--- src/rtl/pidc_pkg.sv ---
`default_nettype none

package pidc_pkg;

    localparam int FRAC_BITS          = 16;
    localparam int STEP_W             = 24;
    localparam int TOTAL_W            = 64;
    localparam int DATA_WIDTH_DEF     = 32;
    localparam int INTEGRAL_WIDTH_DEF = 48;
    localparam int CFG_INDEX_W        = 3;

    typedef enum logic [CFG_INDEX_W-1:0] {
        REG_GAIN_PROP  = 3'd0,
        REG_GAIN_INTEG = 3'd1,
        REG_GAIN_DERIV = 3'd2,
        REG_OUT_UPPER  = 3'd3,
        REG_OUT_LOWER  = 3'd4
    } cfg_reg_t;

    typedef enum logic [2:0] {
        ST_IDLE,
        ST_MUL,
        ST_SAT,
        ST_ACC,
        ST_DONE
    } state_t;

    typedef enum logic [1:0] {
        OP_INC,
        OP_PROP,
        OP_DERIV,
        OP_INTEG
    } mul_op_t;

    typedef enum logic [1:0] {
        LIMIT_NONE  = 2'd0,
        LIMIT_UPPER = 2'd1,
        LIMIT_LOWER = 2'd2
    } limit_t;

endpackage

`default_nettype wire

--- src/rtl/pid_controller_clamped_top.sv ---
// Clamped PID controller, fixed point. Each sample transaction carries an
// error (signed Q16.16) and the time since the previous sample (unsigned
// Q8.16); each one yields exactly one result transaction with the drive value
// clamped to [out_lower, out_upper] and a flag naming the limit that applied
// (upper is tested first, so crossed limits give out_upper for values above it
// and out_lower otherwise). The block holds the previous error and a
// saturating Q32.16 integral. A zero time step gives a zero derivative and
// leaves the integral as it was. One sample is processed at a time: the block
// is ready again in the same cycle that its result becomes valid. The single
// bit-serial shift-add multiplier forms the integral increment and the three
// gain products one after another, one multiplier bit per cycle. The
// derivative divider, one quotient bit per cycle, runs alongside it. The
// finished result waits in an output register, so the next sample is taken
// while it is still pending; a sample that finishes while the previous
// result is still unread holds until that result is taken. Configuration
// writes are always ready and belong in idle periods.
`default_nettype none

module pid_controller_clamped_top #(
    parameter int DATA_WIDTH     = pidc_pkg::DATA_WIDTH_DEF,
    parameter int INTEGRAL_WIDTH = pidc_pkg::INTEGRAL_WIDTH_DEF
) (
    input  logic                                 clk,
    input  logic                                 rst_n,

    input  logic                                 sample_valid,
    output logic                                 sample_ready,
    input  logic signed [DATA_WIDTH-1:0]         error_sample,
    input  logic [pidc_pkg::STEP_W-1:0]          step_time,

    output logic                                 result_valid,
    input  logic                                 result_ready,
    output logic signed [DATA_WIDTH-1:0]         drive_value,
    output logic [1:0]                           limit_hit,

    input  logic                                 cfg_valid,
    output logic                                 cfg_ready,
    input  logic [pidc_pkg::CFG_INDEX_W-1:0]     cfg_index,
    input  logic [DATA_WIDTH-1:0]                cfg_data
);
    import pidc_pkg::*;

    localparam int DW  = DATA_WIDTH;
    localparam int IW  = INTEGRAL_WIDTH;
    localparam int MW  = (IW > DW) ? IW : DW;
    localparam int SW  = ((DW > STEP_W) ? DW : STEP_W) + 1;
    localparam int PW  = MW + 1 + SW;
    localparam int SHW = PW - FRAC_BITS;
    localparam int EW  = (SHW > TOTAL_W + 1) ? SHW : TOTAL_W + 1;
    localparam int CW  = $clog2(SW);

    localparam logic signed [EW-1:0] S64_MAX_E =
        {{(EW-TOTAL_W+1){1'b0}}, {(TOTAL_W-1){1'b1}}};
    localparam logic signed [EW-1:0] S64_MIN_E =
        {{(EW-TOTAL_W+1){1'b1}}, {(TOTAL_W-1){1'b0}}};
    localparam logic signed [TOTAL_W-1:0] S64_MAX = {1'b0, {(TOTAL_W-1){1'b1}}};
    localparam logic signed [TOTAL_W-1:0] S64_MIN = {1'b1, {(TOTAL_W-1){1'b0}}};
    localparam logic signed [TOTAL_W:0] INTEG_MAX =
        {{(TOTAL_W+2-IW){1'b0}}, {(IW-1){1'b1}}};
    localparam logic signed [TOTAL_W:0] INTEG_MIN =
        {{(TOTAL_W+2-IW){1'b1}}, {(IW-1){1'b0}}};
    localparam logic [DW-1:0] DATA_MAX = {1'b0, {(DW-1){1'b1}}};
    localparam logic [DW-1:0] DATA_MIN = {1'b1, {(DW-1){1'b0}}};

    // control
    state_t                     state_reg, state_next;
    mul_op_t                    op_reg, op_next;
    logic [CW-1:0]              cnt_reg, cnt_next;
    logic                       result_valid_reg;

    // configuration and loop state
    logic signed [DW-1:0]       gain_prop_reg;
    logic signed [DW-1:0]       gain_integ_reg;
    logic signed [DW-1:0]       gain_deriv_reg;
    logic signed [DW-1:0]       out_upper_reg;
    logic signed [DW-1:0]       out_lower_reg;
    logic signed [DW-1:0]       last_error_reg;
    logic signed [IW-1:0]       integral_reg, integral_next;

    // datapath
    logic signed [DW-1:0]       error_reg;
    logic signed [MW-1:0]       mcand_reg, mcand_next;
    logic [SW-1:0]              ser_reg, ser_next;
    logic signed [MW:0]         acc_hi_reg, acc_hi_next;
    logic [SW-1:0]              acc_lo_reg, acc_lo_next;
    logic signed [TOTAL_W-1:0]  prod_sat_reg, prod_sat_next;
    logic signed [TOTAL_W-1:0]  total_reg, total_next;
    logic signed [DW-1:0]       drive_value_reg, drive_value_next;
    limit_t                     limit_hit_reg, limit_hit_next;

    logic                       accept;
    logic                       acc_advance;
    logic                       load_out;
    logic                       mul_last;
    logic signed [MW+1:0]       addend;
    logic signed [MW+1:0]       acc_ext;
    logic signed [MW+1:0]       mul_sum;
    logic signed [PW-1:0]       product;
    logic signed [SHW-1:0]      prod_shift;
    logic signed [EW-1:0]       prod_ext;
    logic signed [TOTAL_W:0]    total_sum;
    logic signed [TOTAL_W-1:0]  total_sat;
    logic signed [TOTAL_W:0]    integ_sum;
    logic signed [IW-1:0]       integ_sat;
    logic signed [TOTAL_W-1:0]  upper_ext;
    logic signed [TOTAL_W-1:0]  lower_ext;
    logic signed [DW:0]         diff_val;
    logic signed [DW-1:0]       deriv;
    logic                       div_busy;

    assign diff_val = (DW+1)'(error_sample) - (DW+1)'(last_error_reg);

    pidc_deriv_div #(
        .DATA_WIDTH (DATA_WIDTH)
    ) u_deriv_div (
        .clk   (clk),
        .rst_n (rst_n),
        .start (accept),
        .diff  (diff_val),
        .step  (step_time),
        .deriv (deriv),
        .busy  (div_busy)
    );

    // next state
    always_comb
    begin
        state_next = state_reg;
        case (state_reg)
            ST_IDLE:
            begin
                if (sample_valid)
                begin
                    state_next = ST_MUL;
                end
            end
            ST_MUL:
            begin
                if (mul_last)
                begin
                    state_next = ST_SAT;
                end
            end
            ST_SAT:
            begin
                state_next = ST_ACC;
            end
            ST_ACC:
            begin
                if (acc_advance)
                begin
                    state_next = (op_reg == OP_INTEG) ? ST_DONE : ST_MUL;
                end
            end
            ST_DONE:
            begin
                if (load_out)
                begin
                    state_next = ST_IDLE;
                end
            end
            default:
            begin
                state_next = ST_IDLE;
            end
        endcase
    end

    // state outputs
    always_comb
    begin
        sample_ready = 1'b0;
        accept       = 1'b0;
        acc_advance  = 1'b0;
        load_out     = 1'b0;
        case (state_reg)
            ST_IDLE:
            begin
                sample_ready = 1'b1;
                accept       = sample_valid;
            end
            ST_ACC:
            begin
                // hold before the derivative product until the quotient is in
                acc_advance = !(op_reg == OP_PROP && div_busy);
            end
            ST_DONE:
            begin
                load_out = !result_valid_reg || result_ready;
            end
            default:
            begin
                sample_ready = 1'b0;
            end
        endcase
    end

    // shift-add multiplier step and result shaping
    always_comb
    begin
        mul_last   = (cnt_reg == CW'(SW-1));
        addend     = ser_reg[0] ? (MW+2)'(mcand_reg) : '0;
        acc_ext    = (MW+2)'(acc_hi_reg);
        // the top multiplier bit carries negative weight
        mul_sum    = mul_last ? (acc_ext - addend) : (acc_ext + addend);
        product    = $signed({acc_hi_reg, acc_lo_reg});
        prod_shift = product[PW-1:FRAC_BITS];
        prod_ext   = EW'(prod_shift);
        if (prod_ext > S64_MAX_E)
        begin
            prod_sat_next = S64_MAX;
        end
        else if (prod_ext < S64_MIN_E)
        begin
            prod_sat_next = S64_MIN;
        end
        else
        begin
            prod_sat_next = prod_ext[TOTAL_W-1:0];
        end

        total_sum = (TOTAL_W+1)'(total_reg) + (TOTAL_W+1)'(prod_sat_reg);
        if (total_sum[TOTAL_W] != total_sum[TOTAL_W-1])
        begin
            total_sat = total_sum[TOTAL_W] ? S64_MIN : S64_MAX;
        end
        else
        begin
            total_sat = total_sum[TOTAL_W-1:0];
        end

        integ_sum = (TOTAL_W+1)'(integral_reg) + (TOTAL_W+1)'(prod_sat_reg);
        if (integ_sum > INTEG_MAX)
        begin
            integ_sat = INTEG_MAX[IW-1:0];
        end
        else if (integ_sum < INTEG_MIN)
        begin
            integ_sat = INTEG_MIN[IW-1:0];
        end
        else
        begin
            integ_sat = integ_sum[IW-1:0];
        end

        upper_ext = TOTAL_W'(out_upper_reg);
        lower_ext = TOTAL_W'(out_lower_reg);
    end

    // datapath next values
    always_comb
    begin
        op_next          = op_reg;
        cnt_next         = cnt_reg;
        mcand_next       = mcand_reg;
        ser_next         = ser_reg;
        acc_hi_next      = acc_hi_reg;
        acc_lo_next      = acc_lo_reg;
        total_next       = total_reg;
        integral_next    = integral_reg;
        drive_value_next = drive_value_reg;
        limit_hit_next   = limit_hit_reg;

        if (accept)
        begin
            op_next     = OP_INC;
            cnt_next    = '0;
            mcand_next  = MW'(error_sample);
            ser_next    = SW'(step_time);
            acc_hi_next = '0;
            acc_lo_next = '0;
            total_next  = '0;
        end

        if (state_reg == ST_MUL)
        begin
            cnt_next    = mul_last ? '0 : cnt_reg + 1'b1;
            acc_hi_next = mul_sum[MW+1:1];
            acc_lo_next = {mul_sum[0], acc_lo_reg[SW-1:1]};
            ser_next    = ser_reg >> 1;
        end

        if (acc_advance)
        begin
            cnt_next    = '0;
            acc_hi_next = '0;
            acc_lo_next = '0;
            case (op_reg)
                OP_INC:
                begin
                    integral_next = integ_sat;
                    op_next       = OP_PROP;
                    mcand_next    = MW'(error_reg);
                    ser_next      = SW'(gain_prop_reg);
                end
                OP_PROP:
                begin
                    total_next = total_sat;
                    op_next    = OP_DERIV;
                    mcand_next = MW'(deriv);
                    ser_next   = SW'(gain_deriv_reg);
                end
                OP_DERIV:
                begin
                    total_next = total_sat;
                    op_next    = OP_INTEG;
                    mcand_next = MW'(integral_reg);
                    ser_next   = SW'(gain_integ_reg);
                end
                OP_INTEG:
                begin
                    total_next = total_sat;
                end
                default:
                begin
                    op_next = OP_INC;
                end
            endcase
        end

        if (load_out)
        begin
            if (total_reg > upper_ext)
            begin
                drive_value_next = out_upper_reg;
                limit_hit_next   = LIMIT_UPPER;
            end
            else if (total_reg < lower_ext)
            begin
                drive_value_next = out_lower_reg;
                limit_hit_next   = LIMIT_LOWER;
            end
            else
            begin
                drive_value_next = total_reg[DW-1:0];
                limit_hit_next   = LIMIT_NONE;
            end
        end
    end

    always_ff @(posedge clk or negedge rst_n)
    begin
        if (!rst_n)
        begin
            state_reg        <= ST_IDLE;
            op_reg           <= OP_INC;
            cnt_reg          <= '0;
            result_valid_reg <= 1'b0;
            gain_prop_reg    <= '0;
            gain_integ_reg   <= '0;
            gain_deriv_reg   <= '0;
            out_upper_reg    <= $signed(DATA_MAX);
            out_lower_reg    <= $signed(DATA_MIN);
            last_error_reg   <= '0;
            integral_reg     <= '0;
        end
        else
        begin
            state_reg    <= state_next;
            op_reg       <= op_next;
            cnt_reg      <= cnt_next;
            integral_reg <= integral_next;
            if (accept)
            begin
                last_error_reg <= error_sample;
            end
            if (load_out)
            begin
                result_valid_reg <= 1'b1;
            end
            else if (result_ready)
            begin
                result_valid_reg <= 1'b0;
            end
            if (cfg_valid)
            begin
                case (cfg_index)
                    REG_GAIN_PROP:  gain_prop_reg  <= cfg_data;
                    REG_GAIN_INTEG: gain_integ_reg <= cfg_data;
                    REG_GAIN_DERIV: gain_deriv_reg <= cfg_data;
                    REG_OUT_UPPER:  out_upper_reg  <= cfg_data;
                    REG_OUT_LOWER:  out_lower_reg  <= cfg_data;
                    default:        ; // drop writes to unknown indexes
                endcase
            end
        end
    end

    always_ff @(posedge clk)
    begin
        if (accept)
        begin
            error_reg <= error_sample;
        end
        mcand_reg       <= mcand_next;
        ser_reg         <= ser_next;
        acc_hi_reg      <= acc_hi_next;
        acc_lo_reg      <= acc_lo_next;
        prod_sat_reg    <= prod_sat_next;
        total_reg       <= total_next;
        drive_value_reg <= drive_value_next;
        limit_hit_reg   <= limit_hit_next;
    end

    assign cfg_ready    = 1'b1;
    assign result_valid = result_valid_reg;
    assign drive_value  = drive_value_reg;
    assign limit_hit    = limit_hit_reg;

endmodule

`default_nettype wire

--- src/rtl/pidc_deriv_div.sv ---
`default_nettype none

module pidc_deriv_div #(
    parameter int DATA_WIDTH = pidc_pkg::DATA_WIDTH_DEF
) (
    input  logic                           clk,
    input  logic                           rst_n,
    input  logic                           start,
    input  logic signed [DATA_WIDTH:0]     diff,
    input  logic [pidc_pkg::STEP_W-1:0]    step,
    output logic signed [DATA_WIDTH-1:0]   deriv,
    output logic                           busy
);
    import pidc_pkg::*;

    localparam int NW = DATA_WIDTH + 1 + FRAC_BITS;
    localparam int CW = $clog2(NW);

    localparam logic [NW-1:0] LIM_POS =
        {{(NW-DATA_WIDTH+1){1'b0}}, {(DATA_WIDTH-1){1'b1}}};
    localparam logic [NW-1:0] LIM_NEG =
        {{(NW-DATA_WIDTH){1'b0}}, 1'b1, {(DATA_WIDTH-1){1'b0}}};
    localparam logic [DATA_WIDTH-1:0] MAX_VAL = {1'b0, {(DATA_WIDTH-1){1'b1}}};
    localparam logic [DATA_WIDTH-1:0] MIN_VAL = {1'b1, {(DATA_WIDTH-1){1'b0}}};

    logic                busy_reg;
    logic [CW-1:0]       cnt_reg;
    logic [NW-1:0]       work_reg;
    logic [STEP_W-1:0]   rem_reg;
    logic [STEP_W-1:0]   div_reg;
    logic                neg_reg;
    logic                zero_reg;

    logic [STEP_W:0]     trial;
    logic                fits;
    logic [STEP_W-1:0]   rem_next;
    logic [DATA_WIDTH:0] diff_mag;
    logic [NW-1:0]       q_neg;

    // Restoring division: one quotient bit per cycle, shifted into the
    // bottom of the dividend register as the dividend leaves the top.
    always_comb
    begin
        trial    = {rem_reg, work_reg[NW-1]};
        fits     = trial >= {1'b0, div_reg};
        rem_next = fits ? STEP_W'(trial - {1'b0, div_reg}) : trial[STEP_W-1:0];
        diff_mag = diff[DATA_WIDTH] ? (DATA_WIDTH+1)'(-diff) : diff;
        q_neg    = ~work_reg + 1'b1;
    end

    always_ff @(posedge clk or negedge rst_n)
    begin
        if (!rst_n)
        begin
            busy_reg <= 1'b0;
            cnt_reg  <= '0;
        end
        else if (start)
        begin
            busy_reg <= 1'b1;
            cnt_reg  <= '0;
        end
        else if (busy_reg)
        begin
            cnt_reg <= cnt_reg + 1'b1;
            if (cnt_reg == CW'(NW-1))
            begin
                busy_reg <= 1'b0;
            end
        end
    end

    always_ff @(posedge clk)
    begin
        if (start)
        begin
            work_reg <= {diff_mag, {FRAC_BITS{1'b0}}};
            rem_reg  <= '0;
            div_reg  <= step;
            neg_reg  <= diff[DATA_WIDTH];
            zero_reg <= (step == '0);
        end
        else if (busy_reg)
        begin
            work_reg <= {work_reg[NW-2:0], fits};
            rem_reg  <= rem_next;
        end
    end

    // Apply sign and saturate the quotient to the data range.
    always_comb
    begin
        if (zero_reg)
        begin
            deriv = '0;
        end
        else if (neg_reg)
        begin
            deriv = (work_reg > LIM_NEG) ? $signed(MIN_VAL) : $signed(q_neg[DATA_WIDTH-1:0]);
        end
        else
        begin
            deriv = (work_reg > LIM_POS) ? $signed(MAX_VAL)
                                         : $signed(work_reg[DATA_WIDTH-1:0]);
        end
    end

    assign busy = busy_reg;

endmodule

`default_nettype wire

--- config.mk ---
export PLATFORM = sky130hd
export DESIGN_NAME = pid_controller_clamped_top
export DESIGN_NICKNAME = d
export VERILOG_FILES = /design/src/rtl/pidc_pkg.sv /design/src/rtl/pid_controller_clamped_top.sv /design/src/rtl/pidc_deriv_div.sv
export SDC_FILE = /design/constraint.sdc
export NUM_CORES = 2
export LEC_CHECK = 0
export BUFFER_PORTS_ARGS = -buffer_cell sky130_fd_sc_hd__buf_2
export CAP_MARGIN = 5
export CORE_UTILIZATION = 35
export CTS_BUF_LIST = sky130_fd_sc_hd__clkbuf_8
export CTS_CLUSTER_DIAMETER = 50
export DETAILED_ROUTE_END_ITERATION = 6
export HOLD_SLACK_MARGIN = 0.03
export SYNTH_ARGS = -nofsm -noshare
export SYNTH_HDL_FRONTEND = slang
export SYNTH_SLANG_ARGS = --single-unit
export TNS_END_PERCENT = 20
--- constraint.sdc ---
create_clock -name clk -period 18.8 [get_ports clk]
set_clock_uncertainty 0.2 [all_clocks]
set_input_delay 3.76 -clock clk [delete_from_list [all_inputs] [get_ports clk]]
set_output_delay 3.76 -clock clk [all_outputs]
set_load 0.05 [all_outputs]
# After elaboration in Yosys (flattened, before gate mapping)
# Index checks and enable logic that the tools add are counted.
totals:
  elab_cells: 142
  output_inout_bits: 37
  inputBits: 96
  register_bits: 715
classes:
  n_lt_le_gt_ge: 9
  n_reduce_logical: 20
  addsub: 10
  n_bitwise: 1
  n_mux: 56
  n_eq_ne: 18
op_table:
  columns: ["operator", "n"]
  rows:
  - ["64-bit two-way mux", 6]
  - ["33-bit two-way mux", 6]
  - ["49-bit two-way mux", 4]
  - ["32-bit two-way mux", 6]
  - ["48-bit two-way mux", 4]
  - ["48-bit one-hot mux with 3 select lines", 1]
  - ["50-bit two-way mux", 2]
  - ["33-bit one-hot mux with 3 select lines", 1]
  - ["66-bit by 64-bit greater-than comparator with 1-bit output (second input constant)", 1]
  - ["66-bit by 64-bit less-than comparator with 1-bit output (second input constant)", 1]
  - ["48-bit by 64-bit adder with 65-bit output", 1]
  - ["64-bit by 64-bit adder with 65-bit output", 1]
  - ["65-bit by 48-bit greater-than comparator with 1-bit output (second input constant)", 1]
  - ["65-bit by 48-bit less-than comparator with 1-bit output (second input constant)", 1]
  - ["64-bit by 32-bit greater-than comparator with 1-bit output", 1]
  - ["64-bit by 32-bit less-than comparator with 1-bit output", 1]
  - ["49-bit by 50-bit adder with 50-bit output", 1]
  - ["49-bit by 50-bit subtractor with 50-bit output", 1]
  - ["49-bit by 31-bit greater-than comparator with 1-bit output (second input constant)", 1]
  - ["49-bit by 32-bit greater-than comparator with 1-bit output (second input constant)", 1]
  - ["6-bit two-way mux", 6]
  - ["33-bit negator", 1]
  - ["32-bit by 32-bit subtractor with 33-bit output", 1]
  - ["32-bit by 1-bit adder with 32-bit output (second input constant)", 1]
  - ["other kinds (29)", 63]

# Depth between registers and ports, before layout
logic_depth:
  ltp_word: 7
  ltp_mapped: 29
  mapped_depth_nobuf: 23

# Hierarchy
# A second synthesis with hierarchy kept.
hier_totals:
  hier_cells: 5166
  hier_area_um2: 45915.3
modules_own_cells:
  columns: ["mod", "area_per_inst_um2", "instances", "cells_per_inst", "seq_area_each_um2"]
  rows:
  - ["pid_controller_clamped_top", 38669.6, 1, 4344, 13833.3]
  - ["pidc_deriv_div", 7245.7, 1, 822, 2747.6]

# Least setup slack after synthesis
# Ideal clock, no wire load.
synth_timing:
  path_kind: "input-to-reg"
  from: "in error_sample[0]"
  to: "reg u_deriv_div.work_reg[47], data pin"
  t_required_ps: 18333
  path_slack_ps: 11359
  setup_ps: 267
  arrival_time_ps: 6974
  path_buffers: 0
  cell_stages: 16
  cell_sequence: "inv_1 ha_1 inv_1 fa_1 a211oi_1 o21ai_0 a31oi_2 o21a_1 nor3_1 or3b_2 or3_1 nand4b_1 nor3_1 a31oi_1 xnor2_1 o21ai_0"
synth_via:
  elab_chain_cells: 4
synth_lines:
  columns: ["item", "line_no", "text"]
  rows:
  - ["start, declared", "pid_controller_clamped_top.sv:28", "input logic signed [DATA_WIDTH-1:0] error_sample,"]
  - ["32-bit by 32-bit subtractor with 33-bit output (*)", "pid_controller_clamped_top.sv:111", "assign diff_val = (DW+1)'(error_sample) - (DW+1)'(last_error_reg);"]
  - ["33-bit negator", "pidc_deriv_div.sv:47", "diff_mag = diff[DATA_WIDTH] ? (DATA_WIDTH+1)'(-diff) : diff;"]
  - ["33-bit two-way mux (*)", "pidc_deriv_div.sv:47", null]
  - ["49-bit two-way mux (*)", "pidc_deriv_div.sv:75", "if (start)"]
  - ["end signal, assigned", "pidc_deriv_div.sv:77", "work_reg <= {diff_mag, {FRAC_BITS{1'b0}}};"]
  - ["end signal, assigned", "pidc_deriv_div.sv:85", "work_reg <= {work_reg[NW-2:0], fits};"]
  - ["end, declared", "pidc_deriv_div.sv:28", "logic [NW-1:0] work_reg;"]
# Every way passes the cells marked *; elsewhere a longest branch is shown, timed or not.
# A chain may end at the register's enable or synchronous reset.

# Worst setup path in the final report
# Same ends and word-level chain as after synthesis.

==> impl_metrics.ini <==
[clock_network]
post_cts_resized = 0
cts_inserted_buffers = 133
cts_buffer_depth = 3
cts.sinks = 699
cts_hold_buffers = 0
insertion_delay_ps = 850
cts_root_buf = clkbuf_8
htreeDepth = 4
cts_tree = done
clk_pin_slew_worst_paths_ps = 50
cts_setup_buffers = 0

[pwr]
p_int_mw = 5.599
p_leak_nw = 22.13
power_frac_seq_pct = 26.7
p_sw_share_pct = 46.74
p_sw_mw = 4.914
p_per_area_nw_per_um2 = 207.8
ir_drop_v = 0.0001075
p_comb_share_pct = 58.0
clock_power_share_pct = 15.3

[worst_setup_path]
endpoint_kind = register
critPathMaxFanout = 8
r2r_start = mcand_reg[20]
reg2reg_depth = 20
rr_endpoint = acc_hi_reg[47]
crit_type = in -> reg
start_kind = input port
cp.arrival_ps = 7550
reg2reg_slack_ps = 11870
worstPathRequired_ps = 19150

[outcome]
status = finished, violations left
violations = design-rule violations

[timing]
rsz0062_at_grt = no
period_needed_ps = 7198
period_share_pct = 38.29
worstMarginPinSlew_ps = 1260
fmax_mhz = 138.9
setup_tns_ps = 0
relSlewSlack_pct = 15.93
setup_ws_ps = 11600
hold_viol = 0
final-max-slew-violation-count = 0
setup_viol = 0

[floorplanning]
core_um2 = 128300
die_h_um = 362.7
ioPinCount = 133
start_util_pct = 35.47
rows = 131
die-area_um2 = 131500
dieWidth_um = 362.7

[logic_synthesis]
synth_seq_area_share_pct = 36.42
ys_seq_elements = 699
synth.area.top_cells = dfxtp_1 (14%), dfrtp_1 (12%), ha_1 (10%)
synth.distinct_cells = 101
yosys_warnings = 0
avgSynthCellArea_um2 = 8.826
ys.flop_type = dfxtp_1
syn-num-nets = 5631
synthDominantCellAreaShare_pct = 13.85
synth_edf_count = 125
synthArstFlopShare_pct = 37.05
synth_area_um2 = 45530
synthCells = 5158
synth_top_cell_by_area = dfxtp_1

[global_route]
overflow = 0
grt_pass1_vias = 37440
grt_pass1_wl_mm = 213.3
antenna_found_initial = 3
grt_max_degree = 135
grt_use_total_pct = 20.32

[drt]
vias = 39200
wl_met2_mm = 58.29
drc_errors = 17
route.met3.wl_mm = 7.888
drt_iter0_drc = 2792
topRoutingLayerUsed = met4
wl_met1_mm = 65.40
vias_per_cell = 5.576
drtPass1Iterations = 7
wl_mm = 135.8
routedWlPerCell_um = 19.32
antenna_left = 0

[cells_and_area]
drive_gt1_share_pct = 11.58
area_delta_synth_final_pct = 11.10
fillers = 12850
num-nets-final = 5657

[min_path]
whs_endpoint = prod_sat_reg[0]
min_path_cells = 2
min_path_type = reg -> reg
min_from = acc_lo_reg[16]

[placement]
portBuffers = 131
pre_cts_slack_ps = 10730
gpl.final_weighted_congestion = 0.9533
dp_hpwl_mm = 100.9

[flow_run]
max_cap_violations = 0
-- worst max-delay path, cell delays in order --
cell,delay (ps)
buf_2,120
inv_1,60
ha_1,160
inv_1,50
fa_1,420
a211oi_1,330
o21ai_0,170
a31oi_2,450
o21a_1,230
nor3_1,60
or3b_2,490
or3_1,380
nand4b_1,200
nor3_1,290
a31oi_1,150
xnor2_1,160
o21ai_0,80
-- routing by layer --
layer / global-route usage [%] / vias to the layer above
met5: 0 / -
met4: 7.992 / 0
met3: 2.997 / 229
met2: 30.50 / 1099
met1: 29.11 / 18780
li1: - / 19090
-- cells in the final DEF, fill, tap and decap left out, types with 30 or more instances in the layout --
cell type	instances
nand2_1	513
nor2_1	413
o21ai_0	410
ha_1	370
a21oi_1	361
dfxtp_1	314
inv_1	241
dfrtp_1	226
a21o_1	171
clkbuf_8	151
xnor2_1	139
nand3_1	137
mux2_2	134
buf_2	130
edfxtp_1	125
xor2_1	123
a31oi_1	89
mux2i_1	85
nand4_1	80
a221o_1	72
and3_1	63
nor3_1	59
a222oi_1	55
nor2b_1	53
nand2b_1	52
o211ai_1	51
buf_4	42
o21a_1	41
o21bai_1	40
o22ai_1	34
dfstp_2	32
o31ai_1	30
-- power by group through the flow --
stage / combinational (mW) / clock, mW / sequential (mW)
after floorplan: 4.81 / 0 / 2.49
final: 6.10 / 1.61 / 2.81
after global routing: 6.82 / 1.71 / 2.87
after detailed placement: 6.02 / 0 / 2.81
after CTS: 6.06 / 1.65 / 2.79
after global placement: 5.96 / 0 / 2.80
-- cell usage after synthesis (15+ instances only) --
cell and number:
buf_2 29, nand2_1 514, nand4_1 80, ha_1 372, a22o_1 24, a21oi_1 363
o31ai_1 30, a31oi_1 89, dfxtp_1 315, nand2b_1 52, a222oi_1 55, o21bai_1 40
inv_1 192, o22ai_1 34, mux2i_1 85, nor2_1 415, nor3_1 63, clkbuf_1 225
xor2_1 123, a211oi_1 21, a221o_1 72, a21o_1 171, o21ai_0 410, and2_1 19
buf_1 21, o211ai_1 51, a21boi_0 18, o21a_1 41, or2_2 15, nand3_1 137
edfxtp_1 125, xnor2_1 139, mux2_2 134, or3_1 26, dfstp_2 32, and3_1 64
nor4_1 28, nor2b_1 53, dfrtp_1 227
-- cell type report --
class / instances / area, µm² / share of cell area [%]
flip-flops and latches: 699 / 16590 / 32.79
clock buffers: 151 / 2078 / 4.109
multi-input cells: 3983 / 27230 / 53.84
repair buffers: 174 / 1001 / 1.979
well taps: 1729 / 2163 / 4.277
clock inverters: 95 / 779.5 / 1.541
inverters: 193 / 729.5 / 1.442
diodes: 5 / 12.51 / 0.02474
-- cells by family (layout without fill, tap and decap cells) --
family / Yosys count / after routing / share of synthesized area (%)
AND/OR/NAND/NOR: 1542 / 1542 / 15.95
buffers and inverters: 476 / 613 / 4.114
AO/OA/AOI/OAI: 1582 / 1582 / 22.84
adder cells (fa/ha/maj): 377 / 377 / 10.44
XOR/XNOR: 262 / 262 / 5.040
flip-flops: 699 / 699 / 36.42
multiplexers: 219 / 219 / 5.183
other: 1 / 6 / 0.008237
-- worst max path at each step --
| stage | startpoint | endpoint |
|---|---|---|
| after floorplan | error_sample[0] | u_deriv_div.work_reg[47] |
| after global placement | error_sample[0] | u_deriv_div.work_reg[47] |
| after detailed placement | error_sample[0] | u_deriv_div.work_reg[20] |
| after CTS | error_sample[0] | u_deriv_div.work_reg[20] |
| after global routing | error_sample[0] | u_deriv_div.work_reg[41] |
| final | error_sample[0] | u_deriv_div.work_reg[47] |
-- stage by stage --
step	total power, mW	hold WS (ps)	std cells	area [µm²]	util, %
floorplan	7.300	241.2	5158	45530	-
global route	11.41	285.2	7026	50570	39.41
global placement	8.764	252.4	6778	47710	37.17
detailed placement	8.832	259.9	6778	47710	37.17
CTS	10.50	266.9	7024	50570	39.40
finish	10.51	266.6	7029	50580	39.41
(Power assumes the default switching activity.)
